**src/rtl/fpst_pkg.sv**
```systemverilog
// Package with the shared constants and types of the Fenwick prefix-sum table.
`timescale 1ns / 1ps
package fpst_pkg;

  localparam int DEPTH  = 1024;
  localparam int ADDR_W = $clog2(DEPTH);
  localparam int POS_W  = 11;
  localparam int NODE_W = POS_W + 1;
  localparam int SIZE_W = 11;
  localparam int DATA_W = 32;

  localparam logic ACT_ADD   = 1'b0;
  localparam logic ACT_QUERY = 1'b1;

  typedef struct packed {
    logic              we;
    logic [ADDR_W-1:0] waddr;
    logic [DATA_W-1:0] wdata;
    logic              re;
    logic [ADDR_W-1:0] raddr;
  } mem_req_t;

  typedef enum logic [3:0] {
    ST_CLEAR  = 4'b0001,
    ST_IDLE   = 4'b0010,
    ST_WALK   = 4'b0100,
    ST_RESULT = 4'b1000
  } walk_state_t;

endpackage

```
**src/rtl/fpst_if.sv**
```systemverilog
// Channel interfaces for the input items and the prefix-sum results.
`timescale 1ns / 1ps
interface fpst_in_if;
  logic                             valid;
  logic                             ready;
  logic                             action;
  logic        [fpst_pkg::POS_W-1:0]  position;
  logic signed [fpst_pkg::DATA_W-1:0] delta;

  modport source (output valid, output action, output position, output delta, input ready);
  modport sink   (input valid, input action, input position, input delta, output ready);
endinterface

interface fpst_out_if;
  logic                               valid;
  logic                               ready;
  logic signed [fpst_pkg::DATA_W-1:0] prefix_sum;

  modport source (output valid, output prefix_sum, input ready);
  modport sink   (input valid, input prefix_sum, output ready);
endinterface

```
**src/rtl/fpst_walker.sv**
```systemverilog
// Tree walker: clearing pass, add and query walks over the node memory, result register.
`timescale 1ns / 1ps
module fpst_walker (
  input  logic                          clk,
  input  logic                          rst_n,
  input  logic [fpst_pkg::SIZE_W-1:0]   size_in_use,
  fpst_in_if.sink                       in_chan,
  fpst_out_if.source                    out_chan,
  output fpst_pkg::mem_req_t            mem_req,
  input  logic [fpst_pkg::DATA_W-1:0]   mem_rdata
);

  fpst_pkg::walk_state_t state_r, state_nxt;

  logic [fpst_pkg::ADDR_W-1:0] clr_r, clr_nxt;
  logic                        rd_pend_r, rd_pend_nxt;
  logic                        out_valid_r, out_valid_nxt;

  logic                        action_r, action_nxt;
  logic [fpst_pkg::NODE_W-1:0] pos_r, pos_nxt;
  logic [fpst_pkg::SIZE_W-1:0] limit_r, limit_nxt;
  logic [fpst_pkg::DATA_W-1:0] delta_r, delta_nxt;
  logic [fpst_pkg::DATA_W-1:0] acc_r, acc_nxt;
  logic [fpst_pkg::ADDR_W-1:0] wr_addr_r, wr_addr_nxt;
  logic [fpst_pkg::DATA_W-1:0] out_sum_r, out_sum_nxt;

  logic                        is_add;
  logic                        in_tree;
  logic                        active;
  logic [fpst_pkg::NODE_W-1:0] lsb;
  logic [fpst_pkg::DATA_W-1:0] pend_data;
  logic [fpst_pkg::NODE_W-1:0] node_idx;

  assign in_chan.ready       = (state_r == fpst_pkg::ST_IDLE);
  assign out_chan.valid      = out_valid_r;
  assign out_chan.prefix_sum = out_sum_r;

  always_comb begin
    is_add    = (action_r == fpst_pkg::ACT_ADD);
    lsb       = pos_r & (~pos_r + fpst_pkg::NODE_W'(1));
    in_tree   = (pos_r <= fpst_pkg::NODE_W'(fpst_pkg::DEPTH));
    active    = (pos_r != '0) &&
                (!is_add || (pos_r <= {1'b0, limit_r}));
    pend_data = rd_pend_r ? mem_rdata : '0;
    node_idx  = pos_r - fpst_pkg::NODE_W'(1);
  end

  always_comb begin
    state_nxt     = state_r;
    clr_nxt       = clr_r;
    rd_pend_nxt   = 1'b0;
    out_valid_nxt = out_valid_r && !out_chan.ready;
    action_nxt    = action_r;
    pos_nxt       = pos_r;
    limit_nxt     = limit_r;
    delta_nxt     = delta_r;
    acc_nxt       = acc_r;
    wr_addr_nxt   = wr_addr_r;
    out_sum_nxt   = out_sum_r;
    mem_req       = '0;

    case (state_r)
      fpst_pkg::ST_CLEAR: begin
        mem_req.we    = 1'b1;
        mem_req.waddr = clr_r;
        clr_nxt       = clr_r + fpst_pkg::ADDR_W'(1);
        if (clr_r == fpst_pkg::ADDR_W'(fpst_pkg::DEPTH - 1)) begin
          state_nxt = fpst_pkg::ST_IDLE;
        end
      end
      fpst_pkg::ST_IDLE: begin
        if (in_chan.valid) begin
          action_nxt = in_chan.action;
          pos_nxt    = {1'b0, in_chan.position};
          delta_nxt  = in_chan.delta;
          acc_nxt    = '0;
          if (size_in_use > fpst_pkg::SIZE_W'(fpst_pkg::DEPTH)) begin
            limit_nxt = fpst_pkg::SIZE_W'(fpst_pkg::DEPTH);
          end else begin
            limit_nxt = size_in_use;
          end
          state_nxt = fpst_pkg::ST_WALK;
        end
      end
      fpst_pkg::ST_WALK: begin
        // Data read for the previous node arrives now; the next node's read
        // goes out in the same cycle, so the walk covers one node per cycle.
        if (is_add && rd_pend_r) begin
          mem_req.we    = 1'b1;
          mem_req.waddr = wr_addr_r;
          mem_req.wdata = mem_rdata + delta_r;
        end
        if (!is_add) begin
          acc_nxt = acc_r + pend_data;
        end
        if (active) begin
          pos_nxt = is_add ? (pos_r + lsb) : (pos_r - lsb);
          // Query nodes beyond the tree count as zero and are stepped over.
          if (is_add || in_tree) begin
            mem_req.re    = 1'b1;
            mem_req.raddr = node_idx[fpst_pkg::ADDR_W-1:0];
            wr_addr_nxt   = node_idx[fpst_pkg::ADDR_W-1:0];
            rd_pend_nxt   = 1'b1;
          end
        end else begin
          state_nxt = is_add ? fpst_pkg::ST_IDLE : fpst_pkg::ST_RESULT;
        end
      end
      fpst_pkg::ST_RESULT: begin
        if (!out_valid_r || out_chan.ready) begin
          out_valid_nxt = 1'b1;
          out_sum_nxt   = acc_r;
          state_nxt     = fpst_pkg::ST_IDLE;
        end
      end
      default: begin
        state_nxt = fpst_pkg::ST_CLEAR;
        clr_nxt   = '0;
      end
    endcase
  end

  always_ff @(posedge clk) begin
    if (!rst_n) begin
      state_r     <= fpst_pkg::ST_CLEAR;
      clr_r       <= '0;
      rd_pend_r   <= 1'b0;
      out_valid_r <= 1'b0;
    end else begin
      state_r     <= state_nxt;
      clr_r       <= clr_nxt;
      rd_pend_r   <= rd_pend_nxt;
      out_valid_r <= out_valid_nxt;
    end
  end

  always_ff @(posedge clk) begin
    action_r  <= action_nxt;
    pos_r     <= pos_nxt;
    limit_r   <= limit_nxt;
    delta_r   <= delta_nxt;
    acc_r     <= acc_nxt;
    wr_addr_r <= wr_addr_nxt;
    out_sum_r <= out_sum_nxt;
  end

endmodule

```
**src/flat_wrapper.sv**
```systemverilog
// flat-port wrapper written by rule: the top's interface ports become plain ports
module fpst_walker_flat 
  (clk, rst_n, size_in_use, mem_req, mem_rdata, in_chan_valid, in_chan_action, in_chan_position, in_chan_delta, in_chan_ready, out_chan_valid, out_chan_prefix_sum, out_chan_ready);
  fpst_in_if in_chan_i ();
  fpst_out_if out_chan_i ();
  input  logic clk;
  input  logic rst_n;
  input  logic [fpst_pkg::SIZE_W-1:0] size_in_use;
  output fpst_pkg::mem_req_t mem_req;
  input  logic [fpst_pkg::DATA_W-1:0] mem_rdata;
  input wire logic [$bits(in_chan_i.valid)-1:0] in_chan_valid;
  input wire logic [$bits(in_chan_i.action)-1:0] in_chan_action;
  input wire logic [$bits(in_chan_i.position)-1:0] in_chan_position;
  input wire logic [$bits(in_chan_i.delta)-1:0] in_chan_delta;
  output wire logic [$bits(in_chan_i.ready)-1:0] in_chan_ready;
  output wire logic [$bits(out_chan_i.valid)-1:0] out_chan_valid;
  output wire logic [$bits(out_chan_i.prefix_sum)-1:0] out_chan_prefix_sum;
  input wire logic [$bits(out_chan_i.ready)-1:0] out_chan_ready;
  assign in_chan_i.valid = in_chan_valid;
  assign in_chan_i.action = in_chan_action;
  assign in_chan_i.position = in_chan_position;
  assign in_chan_i.delta = in_chan_delta;
  assign in_chan_ready = in_chan_i.ready;
  assign out_chan_valid = out_chan_i.valid;
  assign out_chan_prefix_sum = out_chan_i.prefix_sum;
  assign out_chan_i.ready = out_chan_ready;
  fpst_walker u_core (.clk(clk), .rst_n(rst_n), .size_in_use(size_in_use), .in_chan(in_chan_i), .out_chan(out_chan_i), .mem_req(mem_req), .mem_rdata(mem_rdata));
endmodule
```
**config.mk**
```make
export PLATFORM = sky130hd
export DESIGN_NAME = fpst_walker_flat
export DESIGN_NICKNAME = d
export VERILOG_FILES = /design/src/rtl/fpst_pkg.sv /design/src/rtl/fpst_if.sv /design/src/rtl/fpst_walker.sv /design/src/flat_wrapper.sv
export SDC_FILE = /design/constraint.sdc
export NUM_CORES = 1
export LEC_CHECK = 0
export ABC_AREA = 0
export BUFFER_PORTS_ARGS = -buffer_cell sky130_fd_sc_hd__buf_2
export CORE_ASPECT_RATIO = 0.5
export CORE_UTILIZATION = 45
export CTS_CLUSTER_SIZE = 28
export DETAILED_ROUTE_END_ITERATION = 10
export HOLD_SLACK_MARGIN = 0.02
export PLACE_DENSITY_LB_ADDON = 0.3
export SLEW_MARGIN = 5
export SYNTH_ARGS = -nofsm -noshare
export SYNTH_HDL_FRONTEND = slang
export SYNTH_SLANG_ARGS = --single-unit
```
**constraint.sdc**
```tcl
create_clock -name clk -period 3.6 [get_ports clk]
set_input_delay 0.54 -clock clk [delete_from_list [all_inputs] [get_ports clk]]
set_output_delay 0.54 -clock clk [all_outputs]
set_load 0.02 [all_outputs]
```
==> results.sh, run 1 <==
export IMPL_status="finished, violations left"
export IMPL_violations="setup timing"
export IMPL_multiInputGateArea_sq_um=5370
export IMPL_ys_seq_area_frac=0.435
export IMPL_critPathBufInv=1
export IMPL_drc_errors=0
export IMPL_grt_start_max_net_pins=45
export IMPL_hold_viol_final=0
export IMPL_rows=37
export IMPL_cts_root_buf="clkbuf_16"
export IMPL_totalPowerFinal_mw=4.62
export IMPL_gp_congestion=0.910
export IMPL_grt_pass1_wl_um=38500
export IMPL_post_place_ws_ns=-0.242
export IMPL_clk_pin_slew_worst_paths_ns=0.07
export IMPL_wire_per_inst_um=16.5
export IMPL_io_buffers=178
export IMPL_cp_arrival_ns=3.31
export IMPL_crit_family="compound AO/OA/AOI/OAI gates"
export IMPL_max_cap_viol_count=0
export IMPL_dpl_hpwl_um=18000
export IMPL_cts_hold_buf=0
export IMPL_first_pass_iters=5
export IMPL_vias_per_cell=5.43
export IMPL_regArea_sq_um=4220
export IMPL_tightest_slew_ns=1.13
export IMPL_clock_skew_ns=0.00942
export IMPL_path_class="reg -> out"
export IMPL_floorplan_initialDensity=0.466
export IMPL_synth_cell_types=74
export IMPL_drive_gt1_frac=0.250
export IMPL_r2r_end="u_core.acc_r[31]"
export IMPL_numCtsBuffers=17
export IMPL_antenna_found_initial=0
export IMPL_rsz0062_at_grt="yes"
export IMPL_drt_wl_total_um=24300
export IMPL_final_max_slew_viol_count=0
export IMPL_antenna_cells=0
export IMPL_ys_seq_elements=146
export IMPL_netlist_area_sq_um=9710
export IMPL_nets=1364
export IMPL_fmax_mhz=260
export IMPL_irDropWorstVdd_uv=265
export IMPL_leakage_nw=5.13
export IMPL_rrSetupSlack_ns=0.33
export IMPL_fin_crit_sh=1.07
export IMPL_synth_edf_count=130
export IMPL_die_area_sq_um=22200
export IMPL_fill_cells=1839
export IMPL_final_area_sq_um=11900
export IMPL_async_flop_share=0
export IMPL_crit_start="u_core.delta_r[0]"
export IMPL_grt_pass1_vias=7826
export IMPL_r2r_start="u_core.rd_pend_r"
export IMPL_slowest_stage="edfxtp_1"
export IMPL_coreArea_sq_um=20800
export IMPL_setup_violations=8
export IMPL_critPathMaxFanout=4
export IMPL_initialDrtViolationCount=388
export IMPL_syn_instance_count=971
export IMPL_ios=179
export IMPL_r2r_cells=12
export IMPL_synth_avg_cell_area_sq_um=10.0
export IMPL_hp_class="in -> reg"
export IMPL_tritoncts="done"
export IMPL_cts_max_level=4
export IMPL_synth_main_ff_cell="edfxtp_1"
export IMPL_num_vias=7971
export IMPL_critical_path_endpoint="mem_req[41]"
export IMPL_chipHeight_um=106
export IMPL_postRouteAntennaNets=0
export IMPL_worstPathRequired_ns=3.06
export IMPL_critPathLaunchType="flip-flop"
export IMPL_worstPathCellList="ha_2 -> fa_2 -> a211oi_4 -> nor2_4 -> o311ai_4 -> a21oi_2 -> o211a_1 -> a211oi_4 -> a21oi_2 -> nor3_1 -> nor3_2 -> buf_4"
export IMPL_max_stage_delay_ns=0.37
export IMPL_fin_ws_ns=-0.250
export IMPL_cts_sinks=146
export IMPL_period_needed_ns=3.85
export IMPL_worst_hold_slack_ns=0.263
export IMPL_synth_nets=1152
export IMPL_cp_end_kind="primary output"
export IMPL_clock_latency_ns=0.45
export IMPL_overflow=0
export IMPL_dpl_cell_area_sq_um=11100
export IMPL_area_growth_pct=22.8
export IMPL_slew_headroom=0.236
export IMPL_cp_depth=12
export IMPL_powerDensity_nw_per_um2=387
export IMPL_ys_warn_count=0
export IMPL_setup_tns_final_ns=-1.09
export IMPL_clock_path_buffers=2
export IMPL_globalRouteTotalUtil=0.224
export IMPL_die_w_um=210
layout by cell type (no fill, tap or decap), types with 4 or more instances in the layout:
cell type,synthesis,final
bufinv_16,0,4
nor3_1,22,22
buf_2,1,167
a21oi_1,60,58
edfxtp_1,130,130
nand2b_1,18,17
buf_4,0,48
o21a_1,15,15
nand3_1,16,16
clkinv_2,0,5
ha_1,88,86
inv_2,4,6
nand4_1,7,7
or3_1,7,7
and3_1,10,9
nor2_1,110,108
o31ai_1,5,5
and2_1,38,37
nor2b_1,27,24
o211ai_1,8,8
a22o_1,10,10
a211oi_1,8,7
inv_1,35,33
o21ai_1,21,21
a31oi_1,10,9
nor3b_1,6,6
a21oi_2,3,5
clkbuf_16,0,17
o21ai_2,2,5
nand2_1,69,69
o21ai_0,34,31
xor2_1,36,36
o21bai_1,6,6
xnor2_1,40,40
dfxtp_1,16,16
a21o_1,29,29
power breakdown:
| part | switching (mW) | leakage (nW) | internal [mW] |
|---|---|---|---|
| Sequential | 0.0541 | 1.26 | 1.91 |
| Clock | 0.707 | 0.310 | 1.20 |
| Combinational | 0.426 | 3.56 | 0.319 |
kinds of logic after synthesis:
kind of cell,count (synthesis),share of synthesized area
simple gates,353,0.183
compound gates,243,0.170
flops,146,0.435
fa+ha+maj,90,0.118
xor+xnor,76,0.0686
buf+inv,62,0.0249
mux,1,0.00103
registers in the layout, summed over array words and instances (netlist names), 4 cells and up:
signal                      count
u_core.acc_r                   32
u_core.limit_r                 11
u_core.delta_r                 32
u_core.state_r                  4
u_core.pos_r                   12
u_core.out_chan.prefix_sum     32
u_core.wr_addr_r               10
u_core.clr_r                   10
worst reg2reg max path, stage by stage (launching register included):
cell,delay (ns)
dfxtp_1,0.45
buf_6,0.28
and2_1,0.17
ha_1,0.28
a21oi_1,0.20
o211ai_1,0.15
a221oi_2,0.27
nand3_2,0.19
o311ai_4,0.33
a21oi_2,0.14
o31ai_2,0.30
xnor2_1,0.10
and2_1,0.15
cells in the mapped netlist (21+ instances only):
library cell	count	area [sq um]
a21o_1	29	218
xor2_1	36	315
o21ai_0	34	170
and2_1	38	238
inv_1	35	131
ha_1	88	1100
nand2_1	69	259
xnor2_1	40	350
o21ai_1	21	105
nor3_1	22	110
a21oi_1	60	300
nor2b_1	27	169
nor2_1	110	413
edfxtp_1	130	3900
per-stage QoR:
stage / utilization / instances
global placement: 0.531 / 1427
global route: 0.572 / 1469
detailed placement: 0.531 / 1427
finish: 0.572 / 1469
floorplan: - / 971
CTS: 0.570 / 1468
metal layers:
layer | vias to the layer above | track usage | routed length (um) | share of wire
met5 | - | 0 | 0 | 0
li1 | 3964 | - | - | -
met4 | 0 | 0.0970 | 574 | 0.024
met3 | 36 | 0.0462 | 962 | 0.040
met1 | 3785 | 0.279 | 10900 | 0.45
met2 | 186 | 0.377 | 11800 | 0.49
area by class of cell:
| cell class | instances | share of cell area |
|---|---|---|
| Clock buffer | 20 | 0.0392 |
| Sequential cell | 146 | 0.354 |
| Timing Repair Buffer | 216 | 0.101 |
| Inverter | 39 | 0.0123 |
| Tap cell | 273 | 0.0287 |
| Multi-Input combinational cell | 763 | 0.451 |
| Clock inverter | 12 | 0.0134 |
timing repair:
item                       CTS  global route
buffers inserted            10             2
setup endpoints to repair   27            28
gates resized for setup     27            12
pin swaps                   18             8
hold endpoints to repair     0             0
worst min-delay path by stage:
stage / startpoint / end / slack, ns / cells after the start
final: in_chan_delta[24] / u_core.delta_r[24] / 0.26 / 1
after global routing: in_chan_delta[25] / u_core.delta_r[25] / 0.24 / 1
after detailed placement: u_core.acc_r[17] / u_core.out_chan.prefix_sum[17] / 0.45 / 0
after CTS: in_chan_delta[26] / u_core.delta_r[26] / 0.24 / 1
after global placement: u_core.acc_r[18] / u_core.out_chan.prefix_sum[18] / 0.44 / 0
after floorplan: u_core.acc_r[0] / u_core.out_chan.prefix_sum[0] / 0.43 / 0
Power figures use the tool's default switching activity.
==> run 2, diff against run 1 <==
==> constraint.sdc (replaced) <==
create_clock -name clk -period 4 [get_ports clk]
set_input_delay 0.6 -clock clk [delete_from_list [all_inputs] [get_ports clk]]
set_output_delay 0.6 -clock clk [all_outputs]
set_load 0.02 [all_outputs]
==> results.sh, run 2 (synthesis results as in run 1) <==
export IMPL_tritoncts="done"
export IMPL_whs_path_depth=1
export IMPL_fin_crit_sh=0.979
export IMPL_cts_hold_buf=0
export IMPL_setup_violations=0
export IMPL_final_max_slew_viol_count=0
export IMPL_initialDrtViolationCount=402
export IMPL_period_needed_ns=3.92
export IMPL_critPathMaxFanout=4
export IMPL_overflow=0
export IMPL_rows=37
export IMPL_path_class="reg -> out"
export IMPL_clk_pin_slew_worst_paths_ns=0.06
export IMPL_clock_path_buffers=2
export IMPL_antenna_found_initial=0
export IMPL_cts_sinks=146
export IMPL_cts_root_buf="clkbuf_16"
export IMPL_fin_ws_ns=0.0831
export IMPL_grt_pass1_vias=7828
export IMPL_antenna_cells=0
export IMPL_gp_congestion=0.915
export IMPL_num_vias=7942
export IMPL_drive_gt1_frac=0.224
export IMPL_ios=179
export IMPL_postRouteAntennaNets=0
export IMPL_wire_per_inst_um=16.7
export IMPL_dpl_cell_area_sq_um=10900
export IMPL_irDropWorstVdd_uv=205
export IMPL_slowest_stage="edfxtp_1"
export IMPL_worstPathCellList="ha_2 -> fa_2 -> a211oi_4 -> nor2_2 -> o311ai_4 -> a21oi_2 -> o211a_1 -> a211oi_4 -> a21oi_2 -> o21a_1 -> nor3_2 -> buf_4"
export IMPL_post_place_ws_ns=0.00155
export IMPL_powerDensity_nw_per_um2=355
export IMPL_leakage_nw=5.02
export IMPL_max_stage_delay_ns=0.37
export IMPL_first_pass_iters=5
export IMPL_max_cap_viol_count=0
export IMPL_numCtsBuffers=17
export IMPL_drt_wl_total_um=24100
export IMPL_floorplan_initialDensity=0.466
export IMPL_fmax_mhz=255
export IMPL_grt_pass1_wl_um=38600
export IMPL_rsz0062_at_grt="yes"
export IMPL_io_buffers=178
export IMPL_cp_depth=12
export IMPL_die_area_sq_um=22200
export IMPL_final_area_sq_um=11700
export IMPL_critPathLaunchType="flip-flop"
export IMPL_cp_arrival_ns=3.32
export IMPL_hp_class="in -> reg"
export IMPL_layout_common_cells="buf_2, edfxtp_1, nor2_1, ha_1, nand2_1"
export IMPL_fill_cells=1868
export IMPL_final_common_cell="buf_2"
export IMPL_coreArea_sq_um=20800
export IMPL_worst_hold_slack_ns=0.322
export IMPL_nets=1339
export IMPL_multiInputGateArea_sq_um=5290
export IMPL_crit_family="compound AO/OA/AOI/OAI gates"
export IMPL_vias_per_cell=5.50
export IMPL_regArea_sq_um=4220
export IMPL_critPathBufInv=1
export IMPL_cts_max_level=4
export IMPL_grt_start_max_net_pins=45
export IMPL_chipHeight_um=106
export IMPL_r2r_cells=12
export IMPL_cp_end_kind="primary output"
export IMPL_die_w_um=210
export IMPL_drc_errors=0
export IMPL_clock_skew_ns=0.0144
export IMPL_slew_headroom=0.255
export IMPL_clock_latency_ns=0.45
export IMPL_hold_viol_final=0
export IMPL_worstPathRequired_ns=3.40
export IMPL_globalRouteTotalUtil=0.223
export IMPL_status="completed"
export IMPL_area_growth_pct=20.0
export IMPL_tightest_slew_ns=1.11
export IMPL_dpl_hpwl_um=18000
## run 2: area by class of cell
| type | instances | area share |
|---|---|---|
| Inverter | 39 | 0.0126 |
| Multi-Input combinational cell | 763 | 0.454 |
| Sequential cell | 146 | 0.363 |
| Clock buffer | 28 | 0.0543 |
| Tap cell | 273 | 0.0293 |
| Timing Repair Buffer | 191 | 0.0853 |
| Clock inverter | 4 | 0.00183 |
## run 2: path summary, 6_finish.rpt
check,from,end,slack [ns]
max,u_core.delta_r[0],mem_req[41],0.08
min,in_chan_delta[31],u_core.delta_r[31],0.32
max reg2reg,u_core.rd_pend_r,u_core.acc_r[30],0.52
min reg2reg,u_core.acc_r[18],u_core.out_chan.prefix_sum[18],0.46
## run 2: what timing repair did
item | in CTS | in global routing
resized for setup | 7 | 4
buffers inserted | 4 | 0
setup endpoints to repair | 4 | 10
pin swaps | 6 | 6
## run 2: where the power goes
group	internal (mW)	leakage, nW	switching [mW]
Clock	1.08	0.330	0.647
Combinational	0.269	3.43	0.369
Sequential	1.72	1.26	0.0534
## run 2: per-layer routing
| metal | track usage | part of all wire |
|---|---|---|
| met5 | 0 | 0 |
| met2 | 0.377 | 0.48 |
| met4 | 0.0871 | 0.020 |
| met3 | 0.0444 | 0.048 |
| met1 | 0.281 | 0.45 |
## run 2: metrics by stage
| stage | cells | utilization | setup TNS, ns | total power, mW |
|---|---|---|---|---|
| after floorplan | 971 | - | 0 | 2.24 |
| after global placement | 1408 | 0.524 | 0 | 2.41 |
| after detailed placement | 1408 | 0.524 | 0 | 2.43 |
| after CTS | 1444 | 0.558 | -0.109 | 4.16 |
| after global routing | 1444 | 0.559 | -0.163 | 4.30 |
| final | 1444 | 0.559 | 0 | 4.13 |
